## src/hdl/tcce_pkg.sv

```systemverilog
// shared types, constants and helpers for the text console cursor engine
package tcce_pkg;

    // configuration port
    localparam int CfgIndexW = 3;
    localparam int CfgDataW  = 8;

    localparam logic [CfgIndexW-1:0] REG_COLUMNS    = 3'd0;
    localparam logic [CfgIndexW-1:0] REG_ROWS       = 3'd1;
    localparam logic [CfgIndexW-1:0] REG_TAB_STEP   = 3'd2;
    localparam logic [CfgIndexW-1:0] REG_TAB_ORIGIN = 3'd3;
    localparam logic [CfgIndexW-1:0] REG_WIDE_UNITS = 3'd4;

    // register reset values
    localparam logic [7:0] COLUMNS_RST    = 8'd80;
    localparam logic [7:0] ROWS_RST       = 8'd24;
    localparam logic [7:0] TAB_STEP_RST   = 8'd4;
    localparam logic [7:0] TAB_ORIGIN_RST = 8'd0;

    // result kinds
    localparam logic [1:0] KIND_GLYPH  = 2'd0;
    localparam logic [1:0] KIND_SCROLL = 2'd1;
    localparam logic [1:0] KIND_END    = 2'd2;

    // character codes
    localparam logic [15:0] CHR_TAB     = 16'h0009;
    localparam logic [15:0] CHR_NL      = 16'h000a;
    localparam logic [15:0] CHR_SPACE   = 16'h0020;
    localparam logic [15:0] ASCII_LIMIT = 16'h0080;
    localparam logic [15:0] NARROW_LO   = 16'hff60;
    localparam logic [15:0] NARROW_HI   = 16'hff9f;

    // utf-8 lead byte ranges
    localparam logic [7:0] LEAD2_LO = 8'hc2;
    localparam logic [7:0] LEAD2_HI = 8'hdf;
    localparam logic [7:0] LEAD3_LO = 8'he0;
    localparam logic [7:0] LEAD3_HI = 8'hef;
    localparam logic [7:0] BYTE_ASCII_LIMIT = 8'h80;

    // tab remainder unit: one quotient bit per cycle over a 9-bit magnitude
    localparam int DivSteps = 9;
    localparam int DivCntW  = 4;
    localparam logic [DivCntW-1:0] DIV_LAST = DivCntW'(DivSteps - 1);

    // pending result flags, sent in this order
    localparam int NumFlags   = 4;
    localparam int FLAG_PRE   = 0;
    localparam int FLAG_GLYPH = 1;
    localparam int FLAG_POST  = 2;
    localparam int FLAG_END   = 3;

    typedef enum logic [2:0] {
        ST_IDLE,
        ST_CHAR,
        ST_DIV,
        ST_TAB,
        ST_EMIT
    } state_t;

    typedef enum logic [1:0] {
        ACT_NONE,
        ACT_END,
        ACT_CHAR
    } act_t;

    typedef struct packed {
        logic take;
        logic char_step;
        logic div_step;
        logic tab_fin;
        logic load_out;
    } dp_cmd_t;

    typedef struct packed {
        act_t act;
        logic is_tab;
        logic div_last;
        logic flags_none;
        logic flags_single;
        logic out_free;
    } dp_status_t;

    // zero register value acts as one
    function automatic logic [7:0] eff8(input logic [7:0] v);
        eff8 = (v == 8'd0) ? 8'd1 : v;
    endfunction

    // advance one row, clamp at the last row; msb flags a scroll
    function automatic logic [8:0] row_adv(input logic [7:0] cy, input logic [7:0] nr);
        logic [8:0] sum;
        sum = {1'b0, cy} + 9'd1;
        if (sum >= {1'b0, nr}) begin
            row_adv = {1'b1, nr - 8'd1};
        end else begin
            row_adv = {1'b0, sum[7:0]};
        end
    endfunction

endpackage

```

## src/hdl/text_console_cursor_engine_unit.sv

```systemverilog
// top level of the text console cursor engine
//
//  channel | dir | handshake         | payload
//  --------+-----+-------------------+--------------------------------------------
//  s_      | in  | s_valid/s_ready   | code (utf-8 byte or utf-16 unit)
//  m_      | out | m_valid/m_ready   | kind, glyph_*, cursor_*, box_*, last
//  cfg_    | in  | cfg_we            | cfg_index, cfg_data (columns..wide_units)
//
// one input transaction at a time; a byte that only extends a utf-8 sequence
// gives no result, an end of string goes straight to sending its result, a
// glyph or newline passes the char state first (a glyph gives at least one
// result), a tab passes the char, remainder and tab states first: its
// remainder by tab_step comes from a restoring unit that resolves one bit per
// cycle over 9 steps. the last result sits in the output register while the
// next input is taken. reset (aresetn, synchronous, active low) restores
// register defaults and homes the cursor; results hold while m_ready is low.
module text_console_cursor_engine_unit (
    input  logic                                aclk,
    input  logic                                aresetn,
    input  logic                                s_valid,
    output logic                                s_ready,
    input  logic [15:0]                         s_code,
    output logic                                m_valid,
    input  logic                                m_ready,
    output logic [1:0]                          m_kind,
    output logic [15:0]                         m_glyph_code,
    output logic [7:0]                          m_glyph_col,
    output logic [7:0]                          m_glyph_row,
    output logic                                m_glyph_wide,
    output logic [7:0]                          m_cursor_col,
    output logic [7:0]                          m_cursor_row,
    output logic [7:0]                          m_box_left,
    output logic [7:0]                          m_box_right,
    output logic [7:0]                          m_box_top,
    output logic [7:0]                          m_box_bottom,
    output logic                                m_last,
    input  logic                                cfg_we,
    input  logic [tcce_pkg::CfgIndexW-1:0]      cfg_index,
    input  logic [tcce_pkg::CfgDataW-1:0]       cfg_data
);

    tcce_pkg::dp_cmd_t    cmd;
    tcce_pkg::dp_status_t status;

    // controller
    tcce_ctrl u_ctrl (
        .aclk    (aclk),
        .aresetn (aresetn),
        .s_valid (s_valid),
        .s_ready (s_ready),
        .status  (status),
        .cmd     (cmd)
    );

    // datapath
    tcce_datapath u_datapath (
        .aclk         (aclk),
        .aresetn      (aresetn),
        .cmd          (cmd),
        .status       (status),
        .cfg_we       (cfg_we),
        .cfg_index    (cfg_index),
        .cfg_data     (cfg_data),
        .s_code       (s_code),
        .m_valid      (m_valid),
        .m_ready      (m_ready),
        .m_kind       (m_kind),
        .m_glyph_code (m_glyph_code),
        .m_glyph_col  (m_glyph_col),
        .m_glyph_row  (m_glyph_row),
        .m_glyph_wide (m_glyph_wide),
        .m_cursor_col (m_cursor_col),
        .m_cursor_row (m_cursor_row),
        .m_box_left   (m_box_left),
        .m_box_right  (m_box_right),
        .m_box_top    (m_box_top),
        .m_box_bottom (m_box_bottom),
        .m_last       (m_last)
    );

endmodule

```

## src/hdl/tcce_ctrl.sv

```systemverilog
// controller state machine for the text console cursor engine
module tcce_ctrl (
    input  logic                  aclk,
    input  logic                  aresetn,
    input  logic                  s_valid,
    output logic                  s_ready,
    input  tcce_pkg::dp_status_t  status,
    output tcce_pkg::dp_cmd_t     cmd
);

    tcce_pkg::state_t state_reg, state_next;

    // state register
    always_ff @(posedge aclk) begin
        if (!aresetn) begin
            state_reg <= tcce_pkg::ST_IDLE;
        end else begin
            state_reg <= state_next;
        end
    end

    // next state
    always_comb begin
        state_next = state_reg;
        unique case (state_reg)
            tcce_pkg::ST_IDLE: begin
                if (s_valid) begin
                    unique case (status.act)
                        tcce_pkg::ACT_END:  state_next = tcce_pkg::ST_EMIT;
                        tcce_pkg::ACT_CHAR: state_next = tcce_pkg::ST_CHAR;
                        default:            state_next = tcce_pkg::ST_IDLE;
                    endcase
                end
            end
            tcce_pkg::ST_CHAR: begin
                state_next = status.is_tab ? tcce_pkg::ST_DIV : tcce_pkg::ST_EMIT;
            end
            tcce_pkg::ST_DIV: begin
                if (status.div_last) begin
                    state_next = tcce_pkg::ST_TAB;
                end
            end
            tcce_pkg::ST_TAB: begin
                state_next = tcce_pkg::ST_EMIT;
            end
            tcce_pkg::ST_EMIT: begin
                if (status.flags_none) begin
                    state_next = tcce_pkg::ST_IDLE;
                end else if (status.out_free && status.flags_single) begin
                    state_next = tcce_pkg::ST_IDLE;
                end
            end
            default: state_next = tcce_pkg::ST_IDLE;
        endcase
    end

    // commands to the datapath
    always_comb begin
        s_ready       = (state_reg == tcce_pkg::ST_IDLE);
        cmd.take      = (state_reg == tcce_pkg::ST_IDLE) && s_valid;
        cmd.char_step = (state_reg == tcce_pkg::ST_CHAR);
        cmd.div_step  = (state_reg == tcce_pkg::ST_DIV);
        cmd.tab_fin   = (state_reg == tcce_pkg::ST_TAB);
        cmd.load_out  = (state_reg == tcce_pkg::ST_EMIT) && !status.flags_none
                        && status.out_free;
    end

endmodule

```

## src/hdl/tcce_datapath.sv

```systemverilog
// datapath: utf decode, cursor and bounds, tab remainder unit, result register
module tcce_datapath (
    input  logic                                aclk,
    input  logic                                aresetn,
    input  tcce_pkg::dp_cmd_t                   cmd,
    output tcce_pkg::dp_status_t                status,
    input  logic                                cfg_we,
    input  logic [tcce_pkg::CfgIndexW-1:0]      cfg_index,
    input  logic [tcce_pkg::CfgDataW-1:0]       cfg_data,
    input  logic [15:0]                         s_code,
    output logic                                m_valid,
    input  logic                                m_ready,
    output logic [1:0]                          m_kind,
    output logic [15:0]                         m_glyph_code,
    output logic [7:0]                          m_glyph_col,
    output logic [7:0]                          m_glyph_row,
    output logic                                m_glyph_wide,
    output logic [7:0]                          m_cursor_col,
    output logic [7:0]                          m_cursor_row,
    output logic [7:0]                          m_box_left,
    output logic [7:0]                          m_box_right,
    output logic [7:0]                          m_box_top,
    output logic [7:0]                          m_box_bottom,
    output logic                                m_last
);

    // configuration registers
    logic [7:0] columns_reg, rows_reg, tab_step_reg, tab_origin_reg;
    logic       wide_units_reg;

    // cursor, bounds and decoder state
    logic [7:0]  cur_col_reg, cur_row_reg;
    logic [7:0]  left_reg, right_reg, top_reg, bottom_reg;
    logic [1:0]  pending_reg;
    logic [15:0] partial_reg;

    // per-transaction working registers
    logic [15:0] uc_reg;
    logic [7:0]  glyph_col_reg, glyph_row_reg;
    logic        glyph_wide_reg;
    logic [tcce_pkg::NumFlags-1:0] flags_reg;

    // tab remainder unit
    logic [7:0]                  rem_reg;
    logic [8:0]                  dvd_reg;
    logic                        neg_reg;
    logic [tcce_pkg::DivCntW-1:0] div_cnt_reg;

    // result register
    logic        m_valid_reg;
    logic [1:0]  m_kind_reg;
    logic [15:0] m_glyph_code_reg;
    logic [7:0]  m_glyph_col_reg, m_glyph_row_reg;
    logic        m_glyph_wide_reg;
    logic [7:0]  m_cursor_col_reg, m_cursor_row_reg;
    logic [7:0]  m_box_left_reg, m_box_right_reg, m_box_top_reg, m_box_bottom_reg;
    logic        m_last_reg;

    // effective register values
    logic [7:0] nc, nr, ts;
    assign nc = tcce_pkg::eff8(columns_reg);
    assign nr = tcce_pkg::eff8(rows_reg);
    assign ts = tcce_pkg::eff8(tab_step_reg);

    // utf-8 / utf-16 decode of the incoming code
    logic [7:0]  b;
    logic [15:0] cont_sum;
    tcce_pkg::act_t act;
    logic [15:0] dec_uc;
    logic [1:0]  pending_next;
    logic [15:0] partial_next;

    assign b        = s_code[7:0];
    assign cont_sum = partial_reg + {10'd0, b[5:0]};

    always_comb begin
        act          = tcce_pkg::ACT_NONE;
        dec_uc       = s_code;
        pending_next = pending_reg;
        partial_next = partial_reg;
        if (wide_units_reg) begin
            pending_next = 2'd0;
            act = (s_code == 16'd0) ? tcce_pkg::ACT_END : tcce_pkg::ACT_CHAR;
        end else if (pending_reg != 2'd0) begin
            if (b == 8'd0) begin
                pending_next = 2'd0;
                act          = tcce_pkg::ACT_END;
            end else if (pending_reg >= 2'd2) begin
                partial_next = partial_reg | {4'd0, b[5:0], 6'd0};
                pending_next = 2'd1;
            end else begin
                pending_next = 2'd0;
                dec_uc       = cont_sum;
                act = (cont_sum == 16'd0) ? tcce_pkg::ACT_END : tcce_pkg::ACT_CHAR;
            end
        end else if (b == 8'd0) begin
            act = tcce_pkg::ACT_END;
        end else if (b < tcce_pkg::BYTE_ASCII_LIMIT) begin
            act    = tcce_pkg::ACT_CHAR;
            dec_uc = {8'd0, b};
        end else if (b >= tcce_pkg::LEAD2_LO && b <= tcce_pkg::LEAD2_HI) begin
            partial_next = {5'd0, b[4:0], 6'd0};
            pending_next = 2'd1;
        end else if (b >= tcce_pkg::LEAD3_LO && b <= tcce_pkg::LEAD3_HI) begin
            partial_next = {b[3:0], 12'd0};
            pending_next = 2'd2;
        end else begin
            act    = tcce_pkg::ACT_CHAR;
            dec_uc = tcce_pkg::CHR_SPACE;
        end
    end

    // character classification and glyph placement
    logic       is_nl, is_tab, wide, pre_wrap, post_wrap;
    logic [8:0] pre_adv, post_adv;
    logic [7:0] row1, col1;
    logic [8:0] cx2;

    always_comb begin
        is_nl     = (uc_reg == tcce_pkg::CHR_NL);
        is_tab    = (uc_reg == tcce_pkg::CHR_TAB);
        wide      = !((uc_reg < tcce_pkg::ASCII_LIMIT) ||
                      (uc_reg >= tcce_pkg::NARROW_LO && uc_reg <= tcce_pkg::NARROW_HI));
        pre_wrap  = is_nl || (wide && (cur_col_reg >= nc - 8'd1));
        pre_adv   = tcce_pkg::row_adv(cur_row_reg, nr);
        row1      = pre_wrap ? pre_adv[7:0] : cur_row_reg;
        col1      = pre_wrap ? 8'd0 : cur_col_reg;
        cx2       = {1'b0, col1} + (wide ? 9'd2 : 9'd1);
        post_wrap = (cx2 >= {1'b0, nc});
        post_adv  = tcce_pkg::row_adv(row1, nr);
    end

    // tab: n = col + step - origin, signed; magnitude feeds the remainder unit
    logic [9:0] tab_n, tab_n_neg;
    logic [8:0] tab_mag;
    assign tab_n     = {2'd0, cur_col_reg} + {2'd0, ts} - {2'd0, tab_origin_reg};
    assign tab_n_neg = ~tab_n + 10'd1;
    assign tab_mag   = tab_n[9] ? tab_n_neg[8:0] : tab_n[8:0];

    // one restoring remainder step
    logic [8:0] div_sh, div_sub;
    logic       div_ge;
    assign div_sh  = {rem_reg, dvd_reg[8]};
    assign div_ge  = (div_sh >= {1'b0, ts});
    assign div_sub = div_sh - {1'b0, ts};

    // tab target column from the remainder
    logic [9:0] tab_base, tab_cx;
    logic       tab_wrap;
    assign tab_base = {2'd0, cur_col_reg} + {2'd0, ts};
    assign tab_cx   = neg_reg ? (tab_base + {2'd0, rem_reg}) : (tab_base - {2'd0, rem_reg});
    assign tab_wrap = (tab_cx >= {2'd0, nc});

    // next result to send: lowest pending flag
    logic [tcce_pkg::NumFlags-1:0] flag_sel, flags_less;
    assign flag_sel   = flags_reg & (~flags_reg + tcce_pkg::NumFlags'(1));
    assign flags_less = flags_reg & (flags_reg - tcce_pkg::NumFlags'(1));

    // pending result sets for a new transaction, a character and a tab
    logic [tcce_pkg::NumFlags-1:0] flags_take, flags_char, flags_tab;

    always_comb begin
        flags_take = '0;
        flags_take[tcce_pkg::FLAG_END]   = (act == tcce_pkg::ACT_END);
        flags_char = '0;
        flags_char[tcce_pkg::FLAG_PRE]   = pre_wrap & pre_adv[8];
        flags_char[tcce_pkg::FLAG_GLYPH] = !is_nl;
        flags_char[tcce_pkg::FLAG_POST]  = !is_nl & post_wrap & post_adv[8];
        flags_tab  = '0;
        flags_tab[tcce_pkg::FLAG_PRE]    = tab_wrap & pre_adv[8];
    end

    // status to the controller
    always_comb begin
        status.act          = act;
        status.is_tab       = is_tab;
        status.div_last     = (div_cnt_reg == tcce_pkg::DIV_LAST);
        status.flags_none   = (flags_reg == '0);
        status.flags_single = (flags_reg != '0) && (flags_less == '0);
        status.out_free     = !m_valid_reg || m_ready;
    end

    // configuration registers
    always_ff @(posedge aclk) begin
        if (!aresetn) begin
            columns_reg    <= tcce_pkg::COLUMNS_RST;
            rows_reg       <= tcce_pkg::ROWS_RST;
            tab_step_reg   <= tcce_pkg::TAB_STEP_RST;
            tab_origin_reg <= tcce_pkg::TAB_ORIGIN_RST;
            wide_units_reg <= 1'b0;
        end else if (cfg_we) begin
            unique case (cfg_index)
                tcce_pkg::REG_COLUMNS:    columns_reg    <= cfg_data;
                tcce_pkg::REG_ROWS:       rows_reg       <= cfg_data;
                tcce_pkg::REG_TAB_STEP:   tab_step_reg   <= cfg_data;
                tcce_pkg::REG_TAB_ORIGIN: tab_origin_reg <= cfg_data;
                tcce_pkg::REG_WIDE_UNITS: wide_units_reg <= cfg_data[0];
                default: ;
            endcase
        end
    end

    // cursor, bounds, decoder state, pending flags, remainder step count and output valid
    always_ff @(posedge aclk) begin
        if (!aresetn) begin
            cur_col_reg <= 8'd0;
            cur_row_reg <= 8'd0;
            left_reg    <= 8'd0;
            right_reg   <= 8'd0;
            top_reg     <= 8'd0;
            bottom_reg  <= 8'd0;
            pending_reg <= 2'd0;
            partial_reg <= 16'd0;
            flags_reg   <= '0;
            div_cnt_reg <= '0;
            m_valid_reg <= 1'b0;
        end else begin
            // new transaction
            if (cmd.take) begin
                pending_reg <= pending_next;
                partial_reg <= partial_next;
                flags_reg   <= flags_take;
            end

            // newline, glyph, or tab setup
            if (cmd.char_step) begin
                if (is_tab) begin
                    div_cnt_reg <= '0;
                end else if (is_nl) begin
                    cur_col_reg <= 8'd0;
                    cur_row_reg <= row1;
                    flags_reg   <= flags_char;
                end else begin
                    cur_col_reg <= post_wrap ? 8'd0 : cx2[7:0];
                    cur_row_reg <= post_wrap ? post_adv[7:0] : row1;
                    flags_reg   <= flags_char;
                    if (cx2 < {1'b0, left_reg}) begin
                        left_reg <= cx2[7:0];
                    end
                    if (cx2 > {1'b0, right_reg}) begin
                        right_reg <= cx2[8] ? 8'hff : cx2[7:0];
                    end
                    if (row1 < top_reg) begin
                        top_reg <= row1;
                    end
                    if (row1 > bottom_reg) begin
                        bottom_reg <= row1;
                    end
                end
            end

            // remainder unit step count
            if (cmd.div_step) begin
                div_cnt_reg <= div_cnt_reg + tcce_pkg::DivCntW'(1);
            end

            // tab result
            if (cmd.tab_fin) begin
                cur_col_reg <= tab_wrap ? 8'd0 : tab_cx[7:0];
                cur_row_reg <= tab_wrap ? pre_adv[7:0] : cur_row_reg;
                flags_reg   <= flags_tab;
            end

            // send one result; end of string restarts the box at the cursor
            if (cmd.load_out) begin
                m_valid_reg <= 1'b1;
                flags_reg   <= flags_reg & ~flag_sel;
                if (flag_sel[tcce_pkg::FLAG_END]) begin
                    left_reg   <= cur_col_reg;
                    right_reg  <= cur_col_reg;
                    top_reg    <= cur_row_reg;
                    bottom_reg <= cur_row_reg;
                end
            end else if (m_ready) begin
                m_valid_reg <= 1'b0;
            end
        end
    end

    // working payload registers
    always_ff @(posedge aclk) begin
        if (cmd.take) begin
            uc_reg <= dec_uc;
        end
        if (cmd.char_step) begin
            glyph_col_reg  <= col1;
            glyph_row_reg  <= row1;
            glyph_wide_reg <= wide;
            rem_reg        <= 8'd0;
            dvd_reg        <= tab_mag;
            neg_reg        <= tab_n[9];
        end
        if (cmd.div_step) begin
            rem_reg <= div_ge ? div_sub[7:0] : div_sh[7:0];
            dvd_reg <= {dvd_reg[7:0], 1'b0};
        end
    end

    // result payload register
    logic sel_glyph, sel_end;
    assign sel_glyph = flag_sel[tcce_pkg::FLAG_GLYPH];
    assign sel_end   = flag_sel[tcce_pkg::FLAG_END];

    always_ff @(posedge aclk) begin
        if (cmd.load_out) begin
            m_cursor_col_reg <= cur_col_reg;
            m_cursor_row_reg <= cur_row_reg;
            m_last_reg       <= (flags_less == '0);
            m_kind_reg       <= sel_glyph ? tcce_pkg::KIND_GLYPH :
                                (sel_end ? tcce_pkg::KIND_END : tcce_pkg::KIND_SCROLL);
            m_glyph_code_reg <= sel_glyph ? uc_reg : 16'd0;
            m_glyph_col_reg  <= sel_glyph ? glyph_col_reg : 8'd0;
            m_glyph_row_reg  <= sel_glyph ? glyph_row_reg : 8'd0;
            m_glyph_wide_reg <= sel_glyph & glyph_wide_reg;
            m_box_left_reg   <= sel_end ? left_reg : 8'd0;
            m_box_right_reg  <= sel_end ? right_reg : 8'd0;
            m_box_top_reg    <= sel_end ? top_reg : 8'd0;
            m_box_bottom_reg <= sel_end ? bottom_reg : 8'd0;
        end
    end

    assign m_valid      = m_valid_reg;
    assign m_kind       = m_kind_reg;
    assign m_glyph_code = m_glyph_code_reg;
    assign m_glyph_col  = m_glyph_col_reg;
    assign m_glyph_row  = m_glyph_row_reg;
    assign m_glyph_wide = m_glyph_wide_reg;
    assign m_cursor_col = m_cursor_col_reg;
    assign m_cursor_row = m_cursor_row_reg;
    assign m_box_left   = m_box_left_reg;
    assign m_box_right  = m_box_right_reg;
    assign m_box_top    = m_box_top_reg;
    assign m_box_bottom = m_box_bottom_reg;
    assign m_last       = m_last_reg;

endmodule
```

## config.mk

```make
export PLATFORM = sky130hd
export DESIGN_NAME = text_console_cursor_engine_unit
export DESIGN_NICKNAME = d
export VERILOG_FILES = /design/src/hdl/tcce_pkg.sv /design/src/hdl/text_console_cursor_engine_unit.sv /design/src/hdl/tcce_ctrl.sv /design/src/hdl/tcce_datapath.sv
export SDC_FILE = /design/constraint.sdc
export NUM_CORES = 1
export LEC_CHECK = 0
export BUFFER_PORTS_ARGS = -buffer_cell sky130_fd_sc_hd__buf_2
export CORE_MARGIN = 2
export CORE_UTILIZATION = 61
export CTS_BUF_LIST = sky130_fd_sc_hd__clkbuf_8 sky130_fd_sc_hd__clkbuf_16
export CTS_CLUSTER_DIAMETER = 50
export DETAILED_ROUTE_END_ITERATION = 10
export HOLD_SLACK_MARGIN = 0.08
export PLACE_DENSITY = 0.82
export SETUP_SLACK_MARGIN = 0.1
export SKIP_LAST_GASP = 1
export SYNTH_ARGS = -nofsm -noshare
export SYNTH_HDL_FRONTEND = slang
export SYNTH_SLANG_ARGS = --single-unit
```

## constraint.sdc

```tcl
create_clock -name aclk -period 9.3 [get_ports aclk]
set_clock_uncertainty 0.2 [all_clocks]
set_input_delay 0.465 -clock aclk [delete_from_list [all_inputs] [get_ports aclk]]
set_output_delay 0.465 -clock aclk [all_outputs]
set_load 0.02 [all_outputs]
```

After elaboration in Yosys (flattened, before gate mapping):

Cells that the tools add are included.

* add/subtract/negate cells: 15
* magnitude comparators: 19
* eq/ne operators: 22
* muxes and demuxes: 103
* bitwise operators: 14
* reduce and logical (&&, ||, !) cells: 45

Operator list (count)
* 8-bit 2-to-1 mux: 45
* 16-bit 2-to-1 mux: 15
* 9-bit 2-to-1 mux: 5
* 2-bit 2-to-1 mux: 19
* 9-bit by 8-bit >= comparator with 1-bit output: 4
* 16-bit by 4-bit equality test with 1-bit output, second input constant: 2
* 16-bit logical NOT: 2
* 8-bit logical NOT: 4
* 4-bit 2-to-1 mux: 8
* 9-bit by 8-bit subtractor with 10-bit output: 2
* 8-bit by 1-bit adder with 9-bit output, second input constant: 2
* 16-bit by 6-bit adder with 16-bit output: 1
* 16-bit >= comparator, second input constant: 1
* 8-bit >= comparator, second input constant: 2
* 16-bit <= comparator, second input constant: 1
* 8-bit <= comparator, second input constant: 2
* 16-bit by 8-bit < comparator with 1-bit output, second input constant: 1
* 16-bit by 12-bit bitwise OR with 16-bit output: 1
* 8-bit by 1-bit subtractor with 8-bit output, second input constant: 2
* 3-bit 2-to-1 mux: 5
* 3-bit case mux with 5 select lines: 1
* 2-bit AND reduction: 7
* 4-bit AND: 3
* 3-bit by 2-bit equality test with 1-bit output, second input constant: 4
* other kinds (41): 79

* bits in registers: 246
* input port bits: 32
* output and inout bits: 86
* word-level logic and storage cells: 255

Logic depth before layout (Yosys ltp):

Gate-level depths: netlist (run 1).

* word-level depth: 15
* mapped depth: 35
* gate-level depth less buffers: 32

Modules after synthesis:

A second synthesis (run 1) with hierarchy kept.

* cell total of the unflattened synthesis: 1506
* area, all modules: 14562.7 µm²

By module, submodules not included
* tcce_datapath: times used 1, cells an instance 1476, area each 14302.5 µm², sequential area each 6085.8 µm²
* tcce_ctrl: times used 1, cells an instance 30, area each 260.2 µm², sequential area each 60.1 µm²

Worst setup path before layout (run 1):

OpenSTA, ideal clock, no wires.

* path type: reg-to-reg
* start: register u_datapath.columns_reg[2]
* end: register u_datapath.cur_row_reg[7]
* setup time: 130 ps
* arrival: 6171 ps
* data required time: 8970 ps
* slack: 2799 ps
* cell stages (with the launch flop): 35
* path through: dfxtp_1 > nor4_1 > nand2_1 > nand2_1 > inv_1 > ha_1 > nand3_1 > nor3_1 > xnor2_1 > ha_1 > and4_1 > a221o_1 > o21ai_2 > nand2_1 > buf_2 > nor2_1 > ha_1 > fa_1 > clkbuf_1 > nand3_1 > nor2_1 > xnor2_1 > nor2_1 > ha_1 > and3_1 > o21ai_0 > nor2_1 > a21oi_1 > o221ai_1 > o21ai_1 > buf_2 > clkbuf_1 > nor2_1 > a211oi_1 > o22ai_1

RTL lines
* start, declared: line tcce_datapath.sv:28 `logic [7:0] columns_reg, rows_reg, tab_step_reg, tab_origin_reg;`
* start signal, assigned: line tcce_datapath.sv:186 `columns_reg <= tcce_pkg::COLUMNS_RST;`
* start signal, assigned: line tcce_datapath.sv:193 `tcce_pkg::REG_COLUMNS: columns_reg <= cfg_data;`
* 8-bit logical NOT: line tcce_pkg.sv:85 `eff8 = (v == 8'd0) ? 8'd1 : v;`
* 8-bit 2-to-1 mux *: line tcce_pkg.sv:85
* 8-bit by 1-bit subtractor with 8-bit output *: line tcce_datapath.sv:124 `pre_wrap = is_nl || (wide && (cur_col_reg >= nc - 8'd1));`
* 8-bit >= comparator *: line tcce_datapath.sv:124
* 1-bit logical AND *: line tcce_datapath.sv:124
* 1-bit logical OR *: line tcce_datapath.sv:124
* 8-bit 2-to-1 mux *: line tcce_datapath.sv:127 `col1 = pre_wrap ? 8'd0 : cur_col_reg;`
* via u_datapath.col1[0]: line tcce_datapath.sv:116 `logic [7:0] row1, col1;`
* 8-bit by 9-bit adder with 9-bit output *: line tcce_datapath.sv:128 `cx2 = {1'b0, col1} + (wide ? 9'd2 : 9'd1);`
* 9-bit by 8-bit >= comparator with 1-bit output *: line tcce_datapath.sv:129 `post_wrap = (cx2 >= {1'b0, nc});`
* 8-bit 2-to-1 mux *: line tcce_datapath.sv:235 `cur_row_reg <= post_wrap ? post_adv[7:0] : row1;`
* 8-bit 2-to-1 mux *: line tcce_datapath.sv:229 `end else if (is_nl) begin`
* 8-bit 2-to-1 mux *: line tcce_datapath.sv:227 `if (is_tab) begin`
* 8-bit 2-to-1 mux *: line tcce_datapath.sv:226 `if (cmd.char_step) begin`
* 8-bit 2-to-1 mux *: line tcce_datapath.sv:258 `if (cmd.tab_fin) begin`
* end signal, assigned: line tcce_datapath.sv:231 `cur_row_reg <= row1;`
* end signal, assigned: line tcce_datapath.sv:235
* end signal, assigned: line tcce_datapath.sv:260 `cur_row_reg <= tab_wrap ? pre_adv[7:0] : cur_row_reg;`
* end, declared: line tcce_datapath.sv:32 `logic [7:0] cur_col_reg, cur_row_reg;`

Mark *: on every way through the listed nets, which the timed path passes. The rest lies on a longest branch. The select of a mux whose other input is x is not followed.
A chain may end at the register's enable or synchronous reset.

Worst setup path in the final report (run 1):

* start: register u_datapath.columns_reg[2]
* end: register u_datapath.cur_col_reg[0]

* cells in the longest elaborated chain, start to end: 14

RTL lines
* 8-bit logical NOT: line tcce_pkg.sv:85
* 8-bit 2-to-1 mux *: line tcce_pkg.sv:85
* 8-bit by 1-bit subtractor with 8-bit output *: line tcce_datapath.sv:124
* 8-bit >= comparator *: line tcce_datapath.sv:124
* 1-bit logical AND *: line tcce_datapath.sv:124
* 1-bit logical OR *: line tcce_datapath.sv:124
* 8-bit 2-to-1 mux *: line tcce_datapath.sv:127
* via u_datapath.col1[0]: line tcce_datapath.sv:116
* 8-bit by 9-bit adder with 9-bit output *: line tcce_datapath.sv:128
* 9-bit by 8-bit >= comparator with 1-bit output: line tcce_datapath.sv:129
* 8-bit 2-to-1 mux *: line tcce_datapath.sv:234 `cur_col_reg <= post_wrap ? 8'd0 : cx2[7:0];`
* 8-bit 2-to-1 mux *: line tcce_datapath.sv:229
* 8-bit 2-to-1 mux *: line tcce_datapath.sv:227
* 8-bit 2-to-1 mux *: line tcce_datapath.sv:226
* 8-bit 2-to-1 mux *: line tcce_datapath.sv:258
* end signal, assigned: line tcce_datapath.sv:234
* end signal, assigned: line tcce_datapath.sv:259 `cur_col_reg <= tab_wrap ? 8'd0 : tab_cx[7:0];`
* end, declared: line tcce_datapath.sv:32

Marked as above.

==> results of run 1 <==
## per-stage QoR
step | hold WS (ps) | power, uW | std cells
finish | 94.3 | 3100 | 1985
floorplan | 207 | 1810 | 1534
global placement | 244 | 1970 | 1912
CTS | 85.8 | 3090 | 1985
global route | 85.5 | 3240 | 1985
detailed placement | 247 | 2010 | 1912
## layout make-up
type | count | area [um^2] | area share
inverters | 99 | 375 | 0.0231
repair buffers | 151 | 893 | 0.0549
flip-flops and latches | 240 | 6150 | 0.378
clock inverters | 22 | 195 | 0.0120
multi-input cells | 1124 | 7520 | 0.462
well taps | 319 | 399 | 0.0245
clock buffers | 30 | 739 | 0.0455
## per-layer routing
metal	vias to the layer above	GRT usage	share of wire
met5	-	0	0
met4	0	0.102	0.034
met3	104	0.0465	0.086
met2	593	0.462	0.45
met1	5711	0.401	0.43
li1	5812	-	-
## kinds of logic after synthesis
| kind of cell | after synthesis |
|---|---|
| and+or+nand+nor | 537 |
| AOI/OAI and AO/OA | 387 |
| DFF | 240 |
| buffers and inverters | 170 |
| adders and majority gates | 116 |
| xor gates and xnor gates | 58 |
| muxes | 26 |
## power groups by stage
| stage | registers, uW | clock network, uW | logic, uW |
|---|---|---|---|
| 2_1_floorplan | 1220 | 0 | 588 |
| 3_3_place_gp | 1250 | 0 | 721 |
| 3_5_place_dp | 1250 | 0 | 754 |
| 4_1_cts | 1230 | 1090 | 768 |
| 5_1_grt | 1240 | 1140 | 864 |
| 6_report | 1230 | 1080 | 782 |
## worst min-delay path by stage
stage,endpoint,slack [ps],cells past startpoint
2_1_floorplan,u_datapath.m_cursor_row[5],210,0
3_3_place_gp,u_datapath.tab_origin_reg[2],240,2
3_5_place_dp,u_datapath.tab_origin_reg[7],250,2
4_1_cts,u_datapath.uc_reg[11],90,2
5_1_grt,u_datapath.uc_reg[11],90,2
6_report,u_datapath.wide_units_reg,90,4
## timing repair
| action | 4_1_cts | 5_1_grt |
|---|---|---|
| endpoints found under the hold margin | 49 | 0 |
| hold buffers | 21 | 0 |
| endpoints found under the setup margin | 0 | 0 |
| gates resized for setup | 0 | 0 |
## synthesized netlist by cell type (4+ instances only)
cell type	instances
nand4_1	12
xor2_1	23
clkbuf_1	58
nor3b_1	4
or3_1	18
or2_2	5
ha_1	110
a211o_1	4
edfxtp_1	134
a21boi_0	6
o211ai_1	14
dfxtp_1	106
buf_4	4
o21ai_0	76
o21ai_1	4
and3_1	52
o22ai_1	5
a22o_1	10
nand2_1	133
nand3_1	34
and2_1	40
nor4_1	17
a31oi_1	9
o21bai_1	9
fa_1	5
nand2b_1	15
o221ai_1	6
o21a_1	17
inv_1	97
nand3b_1	6
mux2i_1	23
a22oi_1	14
nor2b_1	25
nor3_1	44
a311oi_1	8
a21oi_1	126
a211oi_1	10
nor2_1	110
o31ai_1	4
xnor2_1	35
buf_2	7
a21o_1	27
## worst max-delay path: cells and delay by family (launching register included)
kind	cells	cell delay, ps
simple gates	15	4240
flops	1	360
xor+xnor	2	200
fa+ha+maj	5	1440
compound gates	6	1540
buf+inv	1	90
==> results.yml, run 1 <==
synthesis:
  syn_nets: 1681
  synth_edf_count: 134
  syn_area_um2: 14300
  synthAdderAreaFrac: 0.104
  async_flop_share: 0
  avgSynthCellArea_um2: 9.34
  muxShareOfSynthArea: 0.0184
  synth_area_leader_cell: "edfxtp_1"
  synth_warnings: 0
  synthFlopType: "edfxtp_1"
  synth_compound_area_frac: 0.177
  synth-xor-area-share: 0.0355
  synth.area.top_cells: "edfxtp_1 (28%), dfxtp_1 (15%), ha_1 (9.6%), a21oi_1 (4.4%), nand2_1 (3.5%)"
  synthCells: 1534
  synth_top_area_frac: 0.281
  yosysSeqAreaShare: 0.429
  ys_seq_elements: 240
  synth_top_family_by_area: "simple AND/OR/NAND/NOR gates"
  synth-simple-area-share: 0.190
  yosysUniqueCellTypes: 91
final_layout:
  area_delta_synth_final_pct: 13.6
  n_antenna_cell: 0
  finalInstanceArea_um2: 16300
  fill_cells: 1790
  layout_common_cells: "edfxtp_1 (134), nand2_1 (133), a21oi_1 (126)"
  nNetsFinal: 1791
  layout_commonest_cell: "edfxtp_1"
  final_core_util: 0.699
  layout-drive-gt1-share: 0.125
run:
  max-cap-violations: 0
placed_design:
  dp_slack_ps: 1510
  io_buffers: 117
  post-dp-hpwl_um: 26600
  place_congestion: 0.960
  placed_cell_area_um2: 15100
worst_setup_path:
  arrival_ps: 8440
  critPathRequiredTime_ps: 9570
  crit_slowest_cell: "nor4_1"
  endpoint: "u_datapath.cur_col_reg[0]"
  r2r_end: "u_datapath.cur_col_reg[0]"
  reg2reg_slack_ps: 1130
  critPathMaxFanout: 18
  r2r-start: "u_datapath.columns_reg[2]"
  rr_worst_depth: 29
  end_kind: "flip-flop"
  start_kind: "flip-flop"
  setup.worst_path.start: "u_datapath.columns_reg[2]"
  worstSetupPathType: "flip-flop to flip-flop"
  cpPeakStageDelay_ps: 1150
pwr:
  p_comb_frac: 0.253
  cellPowerDensity_nw_per_um2: 190
  p_switching_uw: 962
  clkPwrFrac: 0.350
  p_leak_uw: 0.00659
  vdd_drop_max_uv: 162
  switching_share: 0.311
  seq_power_share: 0.398
  p_int_uw: 2130
sta:
  setup_tns_ps: 0
  setup_viol: 0
  finalCritPeriodShare: 0.879
  fin_ws_ps: 1130
  finalMaxSlewViolations: 0
  period_needed_ps: 8170
  hold_viol: 0
  worst_slew_pin_slew_ps: 1420
  slew_headroom: 0.0479
  fmax_mhz: 122
  grt_setup_unrepaired: "no"
grt:
  grt_usage: 0.289
  grt_pass1_wl_um: 57600
  grt_max_degree: 87
  antenna_found_initial: 0
  grt_pass1_vias: 11300
  overflow: 0
detailed_routing:
  drtIter0Drc: 957
  firstDrtPassIters: 8
  drc: 0
  final_antenna_net_count: 0
  vias: 12200
  post_drt_wl_per_cell_um: 18.3
  vias_per_cell: 6.16
  drt_wl_total_um: 36300
clock_network:
  cts_buffers: 28
  clockRootBuffer: "clkbuf_16"
  h-tree-depth: 1
  insertion_delay_ps: 540
  clk_pin_slew_ps: 60
  cts.sinks: 240
  cts_tree: "built"
  clk_path_buf_depth: 3
  cts_setup_buffers: 0
floorplan:
  die_y_um: 157
  start_util: 0.616
  io_pins: 118
  die_w_um: 157
  rows: 56
  die_area_um2: 24700
  coreArea_um2: 23300
status:
  status: "finished, final reports clean"
hold_path:
  hold_class: "input pin to flip-flop"
  hold_start: "cfg_index[2]"
Note: power is estimated with default switching activity, not from simulation.
==> inputs of run 2 (changes only) <==
- CORE_MARGIN: 2 -> unset
==> run 2 against run 1 <==
Compared with the run above: hold slack gained 2.9 ps; critical path type unchanged; global-route usage grew 1.3 points; largest cell class unchanged; die area shrank 2.5%; highest routed layer unchanged; core utilization grew 2.0 points.
==> results.yml, run 2 (synthesis results as in run 1) <==
status:
  status: "finished, final reports clean"
final_layout:
  layout-drive-gt1-share: 0.129
  layout_commonest_cell: "edfxtp_1"
  fill_cells: 1728
  area_delta_synth_final_pct: 14.6
  nNetsFinal: 1793
  layout_common_cells: "edfxtp_1 (134), nand2_1 (133), a21oi_1 (126)"
  final-seq-area_um2: 6150
  n_antenna_cell: 0
  multi_input_area_um2: 7520
grt:
  gr-usage-met1: 0.416
  grt_usage: 0.302
  grt_busiest_layer: "met2"
  overflow: 0
  grt_pass1_vias: 11200
  use_met3: 0.0490
  grt_max_degree: 87
  grt_use_met2: 0.483
  grt_pass1_wl_um: 58200
  antenna_found_initial: 0
worst_setup_path:
  end_kind: "flip-flop"
  critPathRequiredTime_ps: 9590
  crit_slowest_cell: "nor4_1"
  start_kind: "flip-flop"
  worstSetupPathType: "flip-flop to flip-flop"
  critPathMaxFanout: 18
  cpPeakStageDelay_ps: 1040
  arrival_ps: 8440
sta:
  setup_tns_ps: 0
  finalCritPeriodShare: 0.876
  grt_setup_unrepaired: "no"
  hold_viol: 0
  fin_hold_ws_ps: 97.2
  fmax_mhz: 123
  finalMaxSlewViolations: 0
  slew_headroom: 0.147
  period_needed_ps: 8150
  worst_slew_pin_slew_ps: 1270
  setup_viol: 0
floorplan:
  die_area_um2: 24100
  die_w_um: 155
  io_pins: 118
  coreArea_um2: 22800
  start_util: 0.627
  die_y_um: 155
  rows: 55
hold_path:
  hold_class: "input pin to flip-flop"
detailed_routing:
  vias_per_cell: 6.12
  drc: 0
  final_antenna_net_count: 0
  vias: 12100
  firstDrtPassIters: 8
  post_drt_wl_per_cell_um: 18.3
  drtIter0Drc: 1004
  drt_wl_total_um: 36300
pwr:
  p_leak_uw: 0.00665
  cellPowerDensity_nw_per_um2: 199
  vdd_drop_max_uv: 148
clock_network:
  h-tree-depth: 1
  cts_buffers: 29
  insertion_delay_ps: 570
  clk_path_buf_depth: 3
  cts.sinks: 240
  clockRootBuffer: "clkbuf_16"
  cts_tree: "built"
  cts_resized: 0
  clk_pin_slew_ps: 60
  cts_setup_buffers: 0
  holdBufCountCts: 22
placed_design:
  post-dp-hpwl_um: 26100
  io_buffers: 117
  place_congestion: 0.935
run:
  max-cap-violations: 0
run 2: power breakdown:
part	total, uW	leakage [uW]	switching (uW)	internal, uW
clock network	1260	0.000540	477	782
logic	776	0.00403	456	320
registers	1230	0.00208	57.3	1170
total	3270	0.00665	991	2280
run 2: metrics by stage:
step | area [um^2] | worst slack, ps | cells | total power, uW | util
CTS | 16400 | 1400 | 1981 | 3260 | 0.719
global route | 16400 | 299 | 1981 | 3410 | 0.719
finish | 16400 | 1150 | 1981 | 3270 | 0.719
detailed placement | 15100 | 1440 | 1906 | 2000 | 0.662
floorplan | 14300 | 2800 | 1534 | 1810 | -
global placement | 15100 | 1810 | 1906 | 1970 | 0.662
run 2: path summary, 6_finish.rpt:
path,start,end,slack (ps),cells after the start
setup / recovery,u_datapath.columns_reg[2],u_datapath.cur_col_reg[3],1150,29
hold / removal,cfg_index[2],u_datapath.wide_units_reg,100,4
setup reg to reg,u_datapath.columns_reg[2],u_datapath.cur_col_reg[3],1150,29
hold reg to reg,u_datapath.tab_origin_reg[4],u_datapath.tab_origin_reg[4],250,2
run 2: layer usage:
layer,wire [um],vias to the layer above
met5,0,-
met4,1290,0
met3,3130,91
met2,16300,564
met1,15600,5647
li1,-,5814
run 2: final cells by class:
cell class	count	area share
inverters	99	0.0229
flip-flops and latches	240	0.374
clock buffers	32	0.0474
multi-input cells	1124	0.458
clock inverters	21	0.0189
well taps	313	0.0238
repair buffers	152	0.0550
run 2: worst max-delay path, delay by kind of cell, from the launching register on:
kind / cells / cell delay (ps)
and+or+nand+nor: 15 / 4180
DFF: 1 / 370
xor gates and xnor gates: 2 / 260
AOI/OAI and AO/OA: 6 / 1530
adders and majority gates: 5 / 1420
buffers and inverters: 1 / 80
